### src/design/srr_pkg.sv
`default_nettype none

package srr_pkg;

  localparam int SEQ_W    = 4;
  localparam int HANDLE_W = 16;
  localparam int LEN_W    = 8;
  localparam int WIN_W    = 4;

  localparam int SEQ_SPACE_DEF = 16;
  localparam int MAX_LEN       = 255;
  localparam int WINDOW_CAP    = 8;
  localparam int CAP_W         = $clog2(WINDOW_CAP + 1);

  localparam logic [WIN_W-1:0] WINDOW_RESET = WIN_W'(4);

  localparam logic KIND_DELIVER = 1'b0;
  localparam logic KIND_ACK     = 1'b1;

  typedef struct packed {
    logic [HANDLE_W-1:0] handle;
    logic [LEN_W-1:0]    len;
  } slot_t;

endpackage

`default_nettype wire

### src/design/srr_pkt_if.sv
`default_nettype none

interface srr_pkt_if import srr_pkg::*; ();
  logic                valid;
  logic                ready;
  logic [SEQ_W-1:0]    seq_num;
  logic                check_ok;
  logic [HANDLE_W-1:0] payload_handle;
  logic [LEN_W-1:0]    payload_len;

  modport source (output valid, seq_num, check_ok, payload_handle, payload_len,
                  input ready);
  modport sink (input valid, seq_num, check_ok, payload_handle, payload_len,
                output ready);
endinterface

`default_nettype wire

### src/design/srr_res_if.sv
`default_nettype none

interface srr_res_if import srr_pkg::*; ();
  logic                valid;
  logic                ready;
  logic                out_kind;
  logic [SEQ_W-1:0]    out_seq;
  logic [HANDLE_W-1:0] out_handle;
  logic [LEN_W-1:0]    out_len;
  logic                out_last;

  modport source (output valid, out_kind, out_seq, out_handle, out_len, out_last,
                  input ready);
  modport sink (input valid, out_kind, out_seq, out_handle, out_len, out_last,
                output ready);
endinterface

`default_nettype wire

### src/design/srr_slot_mem.sv
`default_nettype none

module srr_slot_mem import srr_pkg::*; #(
  parameter int DEPTH = SEQ_SPACE_DEF,
  parameter int AW    = $clog2(SEQ_SPACE_DEF)
) (
  input  wire logic          clk,
  input  wire logic          we,
  input  wire logic [AW-1:0] waddr,
  input  wire slot_t         wdata,
  input  wire logic          re,
  input  wire logic [AW-1:0] raddr,
  output slot_t              rdata
);

  slot_t mem [DEPTH];

  always_ff @(posedge clk) begin
    if (we) begin
      mem[waddr] <= wdata;
    end
  end

  always_ff @(posedge clk) begin
    if (re) begin
      rdata <= mem[raddr];
    end
  end

endmodule

`default_nettype wire

### src/design/srr_window.sv
`default_nettype none

module srr_window import srr_pkg::*; #(
  parameter int SEQ_SPACE = SEQ_SPACE_DEF,
  parameter int IW        = $clog2(SEQ_SPACE_DEF)
) (
  input  wire logic [SEQ_W-1:0] seq,
  input  wire logic [IW-1:0]    base,
  input  wire logic [WIN_W-1:0] wsize,
  output logic                  hit
);

  localparam int HALF = SEQ_SPACE / 2;
  localparam int LIM0 = (HALF > WINDOW_CAP) ? WINDOW_CAP : HALF;
  localparam int LIM  = (LIM0 < 1) ? 1 : LIM0;
  localparam int CW   = ((IW > SEQ_W) ? IW : SEQ_W) + 1;

  logic [WIN_W-1:0] width;
  logic [CW-1:0]    seq_ext;
  logic [CW-1:0]    base_ext;
  logic [CW-1:0]    off;
  logic             in_range;

  always_comb begin
    if (wsize == '0) begin
      width = WIN_W'(1);
    end else if (wsize > WIN_W'(LIM)) begin
      width = WIN_W'(LIM);
    end else begin
      width = wsize;
    end
    seq_ext  = CW'(seq);
    base_ext = CW'(base);
    in_range = seq_ext < CW'(SEQ_SPACE);
    if (seq_ext >= base_ext) begin
      off = seq_ext - base_ext;
    end else begin
      off = seq_ext + CW'(SEQ_SPACE) - base_ext;
    end
    hit = in_range && (off < CW'(width));
  end

endmodule

`default_nettype wire

### src/design/selective_repeat_receiver.sv
`default_nettype none

// Selective-repeat ARQ receiver. Packets enter on pkt, results leave on res
// through an output register, so a packet may be taken while the last result
// still waits. Each packet is handled alone: it is taken, then the window is
// checked and its slot written, then each delivered slot is read from slot
// memory and then transferred, the chain end is seen and the ACK is sent; a
// delivery or an ACK waits while res is stalled. An out-of-order packet skips
// the deliveries, one outside the window also skips the chain check, and a
// corrupt one is dropped at the check step. The slot memory's single read port
// sets the per-delivery cost. window_size is written through cfg_we/cfg_data;
// writing it only while the block is idle is up to the user, as the block
// does not enforce it. Its reset value is 4.

module selective_repeat_receiver import srr_pkg::*; #(
  parameter int SEQ_SPACE = SEQ_SPACE_DEF
) (
  input  wire logic             clk,
  input  wire logic             rst,
  srr_pkt_if.sink               pkt,
  srr_res_if.source             res,
  input  wire logic             cfg_we,
  input  wire logic [WIN_W-1:0] cfg_data
);

  localparam int IW = $clog2(SEQ_SPACE);

  typedef enum logic [2:0] {
    S_IDLE,
    S_EVAL,
    S_READ,
    S_DELIV,
    S_ACK
  } state_t;

  state_t               state;
  logic [WIN_W-1:0]     window;
  logic [IW-1:0]        base;
  logic [IW-1:0]        base_next;
  logic [SEQ_W-1:0]     ack_seq;
  logic                 ack_valid;
  logic [SEQ_SPACE-1:0] held;
  logic [CAP_W-1:0]     count;

  logic [SEQ_W-1:0]     p_seq;
  logic                 p_ok;
  slot_t                p_slot;
  logic [IW-1:0]        p_idx;

  logic                 res_valid;
  logic                 res_kind;
  logic [SEQ_W-1:0]     res_seq;
  logic [HANDLE_W-1:0]  res_handle;
  logic [LEN_W-1:0]     res_len;
  logic                 res_last;

  logic                 hit;
  logic                 out_free;
  logic                 res_load;
  logic                 mem_we;
  logic                 mem_re;
  slot_t                mem_rdata;
  logic [LEN_W-1:0]     len_sat;

  srr_window #(
    .SEQ_SPACE (SEQ_SPACE),
    .IW        (IW)
  ) u_window (
    .seq   (p_seq),
    .base  (base),
    .wsize (window),
    .hit   (hit)
  );

  srr_slot_mem #(
    .DEPTH (SEQ_SPACE),
    .AW    (IW)
  ) u_slot_mem (
    .clk   (clk),
    .we    (mem_we),
    .waddr (p_idx),
    .wdata (p_slot),
    .re    (mem_re),
    .raddr (base),
    .rdata (mem_rdata)
  );

  always_comb begin
    if (32'(pkt.payload_len) > 32'(MAX_LEN)) begin
      len_sat = LEN_W'(MAX_LEN);
    end else begin
      len_sat = pkt.payload_len;
    end
    if (base == IW'(SEQ_SPACE - 1)) begin
      base_next = '0;
    end else begin
      base_next = base + IW'(1);
    end
  end

  assign p_idx    = IW'(p_seq);
  assign out_free = !res_valid || res.ready;
  assign res_load = out_free && ((state == S_DELIV) || ((state == S_ACK) && ack_valid));
  assign mem_we   = (state == S_EVAL) && p_ok && hit;
  assign mem_re   = (state == S_READ);

  assign pkt.ready      = (state == S_IDLE);
  assign res.valid      = res_valid;
  assign res.out_kind   = res_kind;
  assign res.out_seq    = res_seq;
  assign res.out_handle = res_handle;
  assign res.out_len    = res_len;
  assign res.out_last   = res_last;

  always_ff @(posedge clk) begin
    if (rst) begin
      state     <= S_IDLE;
      window    <= WINDOW_RESET;
      base      <= '0;
      ack_seq   <= '0;
      ack_valid <= 1'b0;
      held      <= '0;
      count     <= '0;
      res_valid <= 1'b0;
    end else begin
      if (cfg_we) begin
        window <= cfg_data;
      end
      if (res_load) begin
        res_valid <= 1'b1;
      end else if (res.ready) begin
        res_valid <= 1'b0;
      end
      case (state)
        S_IDLE: begin
          if (pkt.valid) begin
            p_seq         <= pkt.seq_num;
            p_ok          <= pkt.check_ok;
            p_slot.handle <= pkt.payload_handle;
            p_slot.len    <= len_sat;
            state         <= S_EVAL;
          end
        end
        S_EVAL: begin
          count <= '0;
          if (!p_ok) begin
            state <= S_IDLE;
          end else if (hit) begin
            ack_seq     <= p_seq;
            ack_valid   <= 1'b1;
            held[p_idx] <= 1'b1;
            state       <= S_READ;
          end else begin
            state <= S_ACK;
          end
        end
        S_READ: begin
          if (held[base] && (count < CAP_W'(WINDOW_CAP))) begin
            state <= S_DELIV;
          end else begin
            state <= S_ACK;
          end
        end
        S_DELIV: begin
          if (out_free) begin
            res_kind   <= KIND_DELIVER;
            res_seq    <= SEQ_W'(base);
            res_handle <= mem_rdata.handle;
            res_len    <= mem_rdata.len;
            res_last   <= 1'b0;
            held[base] <= 1'b0;
            base       <= base_next;
            count      <= count + CAP_W'(1);
            state      <= S_READ;
          end
        end
        S_ACK: begin
          if (!ack_valid) begin
            state <= S_IDLE;
          end else if (out_free) begin
            res_kind   <= KIND_ACK;
            res_seq    <= ack_seq;
            res_handle <= '0;
            res_len    <= '0;
            res_last   <= 1'b1;
            state      <= S_IDLE;
          end
        end
        default: begin
          state <= S_IDLE;
        end
      endcase
    end
  end

endmodule

`default_nettype wire

### src/flat_wrapper.sv
// flat-port wrapper written by rule: the top's interface ports become plain ports
module selective_repeat_receiver_flat import srr_pkg::*;
#(
  parameter int SEQ_SPACE = SEQ_SPACE_DEF
)
  (clk, rst, cfg_we, cfg_data, pkt_valid, pkt_seq_num, pkt_check_ok, pkt_payload_handle, pkt_payload_len, pkt_ready, res_valid, res_out_kind, res_out_seq, res_out_handle, res_out_len, res_out_last, res_ready);
  srr_pkt_if pkt_i ();
  srr_res_if res_i ();
  input  wire logic clk;
  input  wire logic rst;
  input  wire logic cfg_we;
  input  wire logic [WIN_W-1:0] cfg_data;
  input wire logic [$bits(pkt_i.valid)-1:0] pkt_valid;
  input wire logic [$bits(pkt_i.seq_num)-1:0] pkt_seq_num;
  input wire logic [$bits(pkt_i.check_ok)-1:0] pkt_check_ok;
  input wire logic [$bits(pkt_i.payload_handle)-1:0] pkt_payload_handle;
  input wire logic [$bits(pkt_i.payload_len)-1:0] pkt_payload_len;
  output wire logic [$bits(pkt_i.ready)-1:0] pkt_ready;
  output wire logic [$bits(res_i.valid)-1:0] res_valid;
  output wire logic [$bits(res_i.out_kind)-1:0] res_out_kind;
  output wire logic [$bits(res_i.out_seq)-1:0] res_out_seq;
  output wire logic [$bits(res_i.out_handle)-1:0] res_out_handle;
  output wire logic [$bits(res_i.out_len)-1:0] res_out_len;
  output wire logic [$bits(res_i.out_last)-1:0] res_out_last;
  input wire logic [$bits(res_i.ready)-1:0] res_ready;
  assign pkt_i.valid = pkt_valid;
  assign pkt_i.seq_num = pkt_seq_num;
  assign pkt_i.check_ok = pkt_check_ok;
  assign pkt_i.payload_handle = pkt_payload_handle;
  assign pkt_i.payload_len = pkt_payload_len;
  assign pkt_ready = pkt_i.ready;
  assign res_valid = res_i.valid;
  assign res_out_kind = res_i.out_kind;
  assign res_out_seq = res_i.out_seq;
  assign res_out_handle = res_i.out_handle;
  assign res_out_len = res_i.out_len;
  assign res_out_last = res_i.out_last;
  assign res_i.ready = res_ready;
  selective_repeat_receiver #(.SEQ_SPACE(SEQ_SPACE)) u_core (.clk(clk), .rst(rst), .pkt(pkt_i), .res(res_i), .cfg_we(cfg_we), .cfg_data(cfg_data));
endmodule
### config.mk
export PLATFORM = sky130hd
export DESIGN_NAME = selective_repeat_receiver_flat
export DESIGN_NICKNAME = d
export VERILOG_FILES = /design/src/design/srr_pkg.sv /design/src/design/srr_pkt_if.sv /design/src/design/srr_res_if.sv /design/src/design/srr_slot_mem.sv /design/src/design/srr_window.sv /design/src/design/selective_repeat_receiver.sv /design/src/flat_wrapper.sv
export SDC_FILE = /design/constraint.sdc
export NUM_CORES = 1
export LEC_CHECK = 0
export BUFFER_PORTS_ARGS = -buffer_cell sky130_fd_sc_hd__buf_2
export CELL_PAD_IN_SITES_DETAIL_PLACEMENT = 0
export CELL_PAD_IN_SITES_GLOBAL_PLACEMENT = 2
export CORE_ASPECT_RATIO = 1.5
export CORE_UTILIZATION = 49
export CTS_CLUSTER_DIAMETER = 30
export DETAILED_ROUTE_END_ITERATION = 16
export GPL_TIMING_DRIVEN = 0
export PLACE_DENSITY_LB_ADDON = 0.15
export SKIP_LAST_GASP = 1
export SYNTH_ARGS = -nofsm -noshare
export SYNTH_HDL_FRONTEND = slang
export SYNTH_SLANG_ARGS = --single-unit
### constraint.sdc
create_clock -name clk -period 6.1 [get_ports clk]
set_input_delay 1.22 -clock clk [delete_from_list [all_inputs] [get_ports clk]]
set_output_delay 1.22 -clock clk [all_outputs]
set_load 0.005 [all_outputs]
==> results of run 1 <==
[cell families (layout without fill, tap and decap cells)]
logic type,after synthesis,after routing
XOR/XNOR,5,5
buffers and inverters,63,312
adder cells (fa/ha/maj),13,13
AO/OA/AOI/OAI,75,75
AND/OR/NAND/NOR,143,143
flip-flops,503,503
multiplexers,134,134
[worst register-to-register path, stage by stage (launching register included)]
cell                      delay [ps]
sky130_fd_sc_hd__dfxtp_1         290
sky130_fd_sc_hd__buf_2           180
sky130_fd_sc_hd__inv_1            90
sky130_fd_sc_hd__buf_2           350
sky130_fd_sc_hd__buf_2           480
sky130_fd_sc_hd__ha_1            360
sky130_fd_sc_hd__a21oi_1         180
sky130_fd_sc_hd__xnor2_1         150
sky130_fd_sc_hd__ha_1            260
sky130_fd_sc_hd__nand3_1          70
sky130_fd_sc_hd__a31oi_1          70
sky130_fd_sc_hd__nor4_2          640
sky130_fd_sc_hd__nand2_2         360
sky130_fd_sc_hd__nor3_2          850
sky130_fd_sc_hd__buf_6           260
sky130_fd_sc_hd__buf_6           170
sky130_fd_sc_hd__buf_6           180
[synthesized netlist by cell type (5+ instances only)]
cell / count / area (um^2)
sky130_fd_sc_hd__nor2b_1: 31 / 193.9
sky130_fd_sc_hd__ha_1: 12 / 150.1
sky130_fd_sc_hd__nor2_1: 23 / 86.33
sky130_fd_sc_hd__clkbuf_1: 22 / 82.58
sky130_fd_sc_hd__a31oi_1: 5 / 31.28
sky130_fd_sc_hd__mux2i_1: 11 / 110.1
sky130_fd_sc_hd__o21ai_0: 14 / 70.07
sky130_fd_sc_hd__dfxtp_1: 37 / 740.7
sky130_fd_sc_hd__edfxtp_1: 466 / 13990
sky130_fd_sc_hd__nor4_1: 5 / 31.28
sky130_fd_sc_hd__buf_1: 8 / 30.03
sky130_fd_sc_hd__nand2_1: 24 / 90.09
sky130_fd_sc_hd__inv_1: 13 / 48.80
sky130_fd_sc_hd__mux4_2: 120 / 2703
sky130_fd_sc_hd__o21a_1: 6 / 45.04
sky130_fd_sc_hd__nor3_1: 13 / 65.06
sky130_fd_sc_hd__a21oi_1: 28 / 140.1
sky130_fd_sc_hd__nand3_1: 14 / 70.07
sky130_fd_sc_hd__buf_2: 10 / 50.05
sky130_fd_sc_hd__buf_6: 6 / 67.56
[per-stage QoR]
step | cell area, um^2 | power, uW | utilization [%] | TNS [ps]
floorplan | 19380 | 3977 | - | 0
global placement | 20330 | 4045 | 52.46 | -465570
detailed placement | 20880 | 4059 | 53.86 | 0
CTS | 23680 | 8691 | 61.11 | 0
global route | 23680 | 8856 | 61.11 | 0
finish | 23680 | 8622 | 61.11 | 0
[power by group through the flow]
stage                     Combinational [uW]  Clock [uW]  Sequential (uW)
after floorplan                         84.7           0             3890
after global placement                   137           0             3910
after detailed placement                 149           0             3910
after CTS                                150        4700             3840
after global routing                     160        4850             3840
final                                    147        4640             3840
[metal layers]
| metal | part of all wire, % | GRT usage [%] | vias up |
|---|---|---|---|
| li1 | - | - | 4257 |
| met1 | 40 | 31.43 | 5187 |
| met2 | 50 | 38.60 | 361 |
| met3 | 6.1 | 4.503 | 93 |
| met4 | 3.1 | 9.741 | 0 |
| met5 | 0 | 0 | - |
[how the worst min path moves through the flow]
| stage | end | depth (start not counted) | slack (ps) | from |
|---|---|---|---|---|
| after floorplan | u_core.held[1] | 2 | 420 | u_core.held[1] |
| after global placement | u_core.held[3] | 2 | 440 | u_core.held[3] |
| after detailed placement | u_core.held[1] | 2 | 450 | u_core.held[1] |
| after CTS | u_core.held[13] | 2 | 460 | u_core.held[13] |
| after global routing | u_core.held[1] | 2 | 470 | u_core.held[1] |
| final | u_core.held[1] | 2 | 450 | u_core.held[1] |
[area by class of cell]
class | instances | area [um^2]
fillers | 2764 | 15070
repair buffers | 102 | 785.8
clock inverters | 64 | 772.0
plain buffers | 50 | 257.7
multi-input cells | 370 | 4431
inverters | 13 | 48.80
well taps | 495 | 619.3
clock buffers | 83 | 2034
flip-flops and latches | 503 | 14730
[registers in the layout, indices dropped and copies added, names as in the netlist]
signal                   cells
u_core.res.out_seq           4
u_core.p_ok                  1
u_core.ack_seq               4
u_core.p_slot               24
u_core.ack_valid             1
u_core.res.valid             1
u_core.res.out_len           8
u_core.count                 4
u_core.window                4
u_core.res.out_kind          1
u_core.res.out_handle       16
u_core.u_slot_mem.rdata     24
u_core.base                  4
u_core.p_idx                 4
u_core.state                 3
u_core.held                 16
u_core.u_slot_mem.mem      384
==> summary.md, run 1 <==
| Metric | Value |
|---|---|
| Post-route DRC | `0` |
| Clk Latency, worst-skew pair | `600 ps` |
| Number of detailed-routing iterations run before antenna repair | `5` |
| Fraction of synthesized area in multiplexers | `14.69%` |
| Synth async-reset ratio | `0%` |
| Startpoint of the worst setup timing path | `u_core.base[2]` |
| Die Width | `164.4 um` |
| Floorplan die area | `0.04036 mm^2` |
| Cell Int Power | `6718 uW` |
| Critical path launch point type | `register` |
| Total clock buffers created by CTS | `80` |
| Number of antenna violations at the first check in global routing | `0` |
| Number of setup violations in the final report | `0` |
| Pin count of the biggest net entering global routing | `27` |
| Buffers and inverters on the worst path | `7` |
| Biggest fanout along the worst timing path | `10` |
| Relative slew margins | `31.99%` |
| Overall via count from detail_route | `9898` |
| Starting Density | `50.00%` |
| Total power divided by cell area | `364.1 mW/mm^2` |
| Leak | `0.007655 uW` |
| Number of I/O port buffers | `67` |
| Switching fraction of total power | `22.09%` |
| Sequential share of the synthesized area | `76.03%` |
| Path depth of the worst reg2reg path | `16` |
| Area of the core | `0.03876 mm^2` |
| Number of placed cells counting well taps | `1533` |
| Final hold slack | `454.4 ps` |
| Via-to-Cell Ratio | `5.892` |
| Die Span Y | `245.6 um` |
| Worst Path Required | `6390 ps` |
| Synthesized-area fraction occupied by and/or/nand/nor cells | `4.165%` |
| Number of violations reported at the end of detailed-routing iteration 0 | `1015` |
| Setup slack of the critical path after layout | `859.4 ps` |
| Fin. Hold Viols | `0` |
| Final net count | `1171` |
| H-tree levels | `3` |
| Fraction of layout cells with a size suffix above 1 | `35.02%` |
| Wire length of the first global-routing pass | `66420 um` |
| Grt ovf | `0` |
| Sequential group share of total power | `44.5%` |
| Number of synthesized flops with an enable pin | `466` |
| Post-CTS sizing | `0` |
| Status | `finished, final reports clean` |
| Class of the worst hold path | `reg2reg` |
| Kind of critical path | `reg2reg` |
| Maximum achievable frequency | `190.8 MHz` |
| Data arrival time at the worst-slack endpoint | `5530 ps` |
| CTS tree | `done` |
| Startpoint of the worst register-to-register path | `u_core.base[2]` |
| Summed instance area of the synthesized netlist | `0.01938 mm^2` |
| Unrepaired setup endpoints after global routing | `false` |
| Final cell count without fillers | `1680` |
| Number of core rows | `88` |
| Library cells used by synthesis | `58` |
| Vias in the first global route | `10280` |
| Kind of end point of the critical path | `register` |
| Setup clock skew after layout | `25.59 ps` |
| Post-synthesis share of cell area spent on full adders, half adders and majority gates | `0.8781%` |
| CP top delay family | `simple AND/OR/NAND/NOR gates` |
| Dominant combinational cell family by area after synthesis | `multiplexers` |
| Hold Buf Count CTS | `0` |
| Highest ir drop seen on vdd | `244.4 uV` |
| I/O pin count | `70` |
| Half-perimeter wire length after placement | `29120 um` |
| Post-synthesis area per instance | `20.70 um^2` |
| Switch Pwr | `1904 uW` |
| Most instantiated flip-flop cell in the synthesis netlist | `sky130_fd_sc_hd__edfxtp_1` |
| Xor and xnor fraction of the mapped netlist area | `0.2260%` |
| Number of diodes | `0` |
| Largest stage delay, worst path | `850 ps` |
| Post-CTS Setup Inserts | `0` |
| Minimum setup slack after placement | `811.4 ps` |
| Slew at the pin closest to its max-slew limit | `1020 ps` |
| Number of stages on the worst setup path | `16` |
| Total detailed-routing wirelength | `45440 um` |
| Slowest stage cell, crit path | `sky130_fd_sc_hd__nor3_2` |
| Global placer's final weighted congestion | `0.8629` |
| Clock group share of total power | `53.8%` |
| Portion of the clock cycle consumed by the worst path in the final layout | `85.91%` |
| Post-DR wirelength/cell | `27.05 um` |
| Share of power burned in combinational logic | `1.7%` |
| Most common cell after layout, fill and taps aside | `sky130_fd_sc_hd__edfxtp_1` |
| Clk root buf | `sky130_fd_sc_hd__clkbuf_16` |
| Deepest clock path buffer count | `3` |
| Cells traversed along the worst timing path | `buf_2 > inv_1 > buf_2 > buf_2 > ha_1 > a21oi_1 > xnor2_1 > ha_1 > nand3_1 > a31oi_1 > nor4_2 > nand2_2 > nor3_2 > buf_6 > buf_6 > buf_6` |
| Antenna Nets Post-Route | `0` |
| Maximum capacitance violations | `0` |
| Capturing point of the worst reg2reg path | `u_core.u_slot_mem.mem[10][16]` |
| Net Count, Synth | `987` |
| Clock transition at the registers of the reported paths | `50 ps` |
| Reg2reg setup slack | `860 ps` |
| Complex-gate fraction of the synthesized area | `2.428%` |
| GRT Resource Usage Total | `23.71%` |
| Setup crit end | `u_core.u_slot_mem.mem[10][16]` |
| Yosys reg bits | `503` |
| Final critical-path required period | `5241 ps` |
| Number of warnings issued by yosys | `0` |
| Post-Synthesis Cells | `936` |
| Layout-stage area growth over the synthesis result | `22.21%` |
| Commonest cells after routing, fill and taps aside | `466 x sky130_fd_sc_hd__edfxtp_1, 120 x sky130_fd_sc_hd__mux4_2, 81 x sky130_fd_sc_hd__clkbuf_16, 77 x sky130_fd_sc_hd__buf_2, 37 x sky130_fd_sc_hd__dfxtp_1` |
| Total count of max-transition violations in the final report | `0` |
| Clock tree sinks | `503` |
Note: power is estimated with default switching activity, not from simulation.
==> run 2, diff against run 1 <==
--- a/config.mk
+++ b/config.mk
@@ -5,11 +5,13 @@
 export SDC_FILE = /design/constraint.sdc
 export NUM_CORES = 1
 export LEC_CHECK = 0
+export ABC_AREA = 0
 export BUFFER_PORTS_ARGS = -buffer_cell sky130_fd_sc_hd__buf_2
 export CELL_PAD_IN_SITES_DETAIL_PLACEMENT = 0
 export CELL_PAD_IN_SITES_GLOBAL_PLACEMENT = 2
 export CORE_ASPECT_RATIO = 1.5
-export CORE_UTILIZATION = 49
+export CORE_MARGIN = 5
+export CORE_UTILIZATION = 45
 export CTS_CLUSTER_DIAMETER = 30
 export DETAILED_ROUTE_END_ITERATION = 16
 export GPL_TIMING_DRIVEN = 0
==> summary.md, run 2 (synthesized netlist as in run 1, its figures left out) <==
| Metric | Value |
|---|---|
| Status | `finished, final reports clean` |
| Post-DR wirelength/cell | `26.53 um` |
| Sequential cell area | `0.01473 mm^2` |
| Relative slew margins | `32.65%` |
| Clk root buf | `sky130_fd_sc_hd__clkbuf_16` |
| Number of violations reported at the end of detailed-routing iteration 0 | `700` |
| Number of antenna violations at the first check in global routing | `0` |
| Total clock buffers created by CTS | `86` |
| Fin. Hold Viols | `0` |
| H-tree levels | `3` |
| Die Span Y | `264.2 um` |
| Final net count | `1178` |
| Starting Density | `45.25%` |
| Worst Path Required | `6410 ps` |
| Overall via count from detail_route | `9787` |
| Number of stages on the worst setup path | `15` |
| Hold Buf Count CTS | `0` |
| Slowest stage cell, crit path | `sky130_fd_sc_hd__nor4_2` |
| Setup clock skew after layout | `18.79 ps` |
| Highest ir drop seen on vdd | `209.8 uV` |
| Clock transition at the registers of the reported paths | `50 ps` |
| CP top delay family | `simple AND/OR/NAND/NOR gates` |
| Critical path launch point type | `register` |
| GRT Resource Usage Total | `19.88%` |
| Floorplan die area | `0.04740 mm^2` |
| Largest registers ranked by flip-flop count | `u_core.u_slot_mem.mem: 384 flops, u_core.p_slot: 24 flops, u_core.u_slot_mem.rdata: 24 flops` |
| Depth of the worst hold-timing path | `2` |
| Number of diodes | `0` |
| Layout-stage area growth over the synthesis result | `23.66%` |
| Number of placed cells counting well taps | `1609` |
| Kind of end point of the critical path | `register` |
| Startpoint of the worst register-to-register path | `u_core.base[2]` |
| Commonest cells after routing, fill and taps aside | `466 x sky130_fd_sc_hd__edfxtp_1, 120 x sky130_fd_sc_hd__mux4_2, 88 x sky130_fd_sc_hd__clkbuf_16, 77 x sky130_fd_sc_hd__buf_2, 37 x sky130_fd_sc_hd__dfxtp_1` |
| Fill cell instance count of the final layout | `3353` |
| Cells traversed along the worst timing path | `buf_2 > inv_1 > buf_2 > buf_2 > ha_1 > a21oi_1 > xnor2_1 > ha_1 > nand3_1 > a31oi_1 > nor4_2 > nand2_2 > nor4_2 > buf_4 > buf_6` |
| Startpoint of the tightest hold check path | `u_core.held[7]` |
| Via-to-Cell Ratio | `5.533` |
| Slew at the pin closest to its max-slew limit | `1010 ps` |
| Total Power | `8831 uW` |
| Multi-input gate area | `0.004431 mm^2` |
| Vias in the first global route | `10350` |
| Most common cell after layout, fill and taps aside | `sky130_fd_sc_hd__edfxtp_1` |
| Most frequent cell on the critical path | `sky130_fd_sc_hd__buf_2` |
| Clock tree sinks | `503` |
| Kind of critical path | `reg2reg` |
| Hold Path End | `u_core.held[7]` |
| Post-CTS Setup Inserts | `0` |
| Reg2reg setup slack | `940 ps` |
| Leak | `0.007744 uW` |
| Die Width | `179.4 um` |
| Portion of the clock cycle consumed by the worst path in the final layout | `84.63%` |
| Final cell count without fillers | `1769` |
| Clk Latency, worst-skew pair | `600 ps` |
| Final hold slack | `453.3 ps` |
| Final critical-path required period | `5163 ps` |
| Unrepaired setup endpoints after global routing | `false` |
| Class of the worst hold path | `reg2reg` |
| Startpoint of the worst setup timing path | `u_core.base[2]` |
| Post-route DRC | `0` |
| Number of core rows | `93` |
| Capturing point of the worst reg2reg path | `u_core.u_slot_mem.mem[5][12]` |
| Pin count of the biggest net entering global routing | `27` |
| Total power divided by cell area | `368.5 mW/mm^2` |
| Largest stage delay, worst path | `860 ps` |
| Number of setup violations in the final report | `0` |
| Maximum achievable frequency | `193.7 MHz` |
| Max FFs per register | `384` |
| Total detailed-routing wirelength | `46940 um` |
| Path depth of the worst reg2reg path | `15` |
| Buffers and inverters on the worst path | `6` |
| Final Util | `55.96%` |
| Fraction of layout cells with a size suffix above 1 | `35.45%` |
| Grt ovf | `0` |
| Biggest fanout along the worst timing path | `10` |
| Area of the core | `0.04282 mm^2` |
| Antenna Nets Post-Route | `0` |
| Most flops, register | `u_core.u_slot_mem.mem` |
| Deepest clock path buffer count | `3` |
| Post-CTS sizing | `0` |
| Maximum capacitance violations | `0` |
| Data arrival time at the worst-slack endpoint | `5470 ps` |
| Number of I/O port buffers | `67` |
| CTS tree | `done` |
| Number of detailed-routing iterations run before antenna repair | `5` |
| Global placer's final weighted congestion | `0.8332` |
| Half-perimeter wire length after placement | `30500 um` |
| I/O pin count | `70` |
| Total count of max-transition violations in the final report | `0` |
| Wire length of the first global-routing pass | `69100 um` |
==> run 2: cell count changes in the layout (fill, tap and decap cells not counted), sizes merged <==
cell,delta
bufinv,+1
buf,+1
inv,-7
clkinvlp,+3
clkbuf,+14
clkinv,+2
==> run 2: per-layer routing <==
layer  part of all wire [%]  up-vias  wire length, um  track usage [%]
met5                      0        -                0                0
met4                    2.6        0             1230            6.697
met3                    5.0       83             2370            3.994
met2                     51      301            24000            33.47
met1                     41     5129            19330            26.11
li1                       -     4274                -                -
==> run 2: final cells by class <==
type	instances	area share, %
clock inverter	63	3.008
buffer	50	1.076
inverter	13	0.2036
sequential	503	61.49
clock buffer	97	9.372
multi-input combinational	370	18.49
timing repair buffer	103	3.389
tap	570	2.976
==> run 2: metrics by stage <==
step | setup TNS, ps | instance area, um^2 | setup WS (ps)
floorplan | 0 | 19380 | 523.0
global placement | -519760 | 20430 | -3383
detailed placement | 0 | 21000 | 853.7
CTS | 0 | 23960 | 819.4
global route | 0 | 23960 | 417.2
finish | 0 | 23960 | 937.5
==> run 2: how the worst max path moves through the flow <==
stage                                         endpoint  slack, ps
final                     u_core.u_slot_mem.mem[5][12]        940
after global routing       u_core.u_slot_mem.mem[1][5]        420
after CTS                 u_core.u_slot_mem.mem[5][20]        820
after detailed placement  u_core.u_slot_mem.mem[5][12]        850
after global placement    u_core.u_slot_mem.mem[7][12]      -3380
after floorplan            u_core.u_slot_mem.mem[5][0]        520
==> run 2: power breakdown <==
part | internal (uW) | total (uW) | switching [uW]
Combinational | 54.9 | 149 | 93.9
Clock | 3090 | 4840 | 1750
Sequential | 3800 | 3840 | 41.7
Total | 6940 | 8830 | 1890
==> run 2: worst reg2reg max path: cells and delay by family (launching register included) <==
| kind | cells | cell delay (ps) |
|---|---|---|
| and+or+nand+nor | 4 | 1920 |
| buffers and inverters | 6 | 1610 |
| adders and majority gates | 2 | 640 |
| DFF | 1 | 290 |
| AOI/OAI and AO/OA | 2 | 240 |
| xor gates and xnor gates | 1 | 150 |
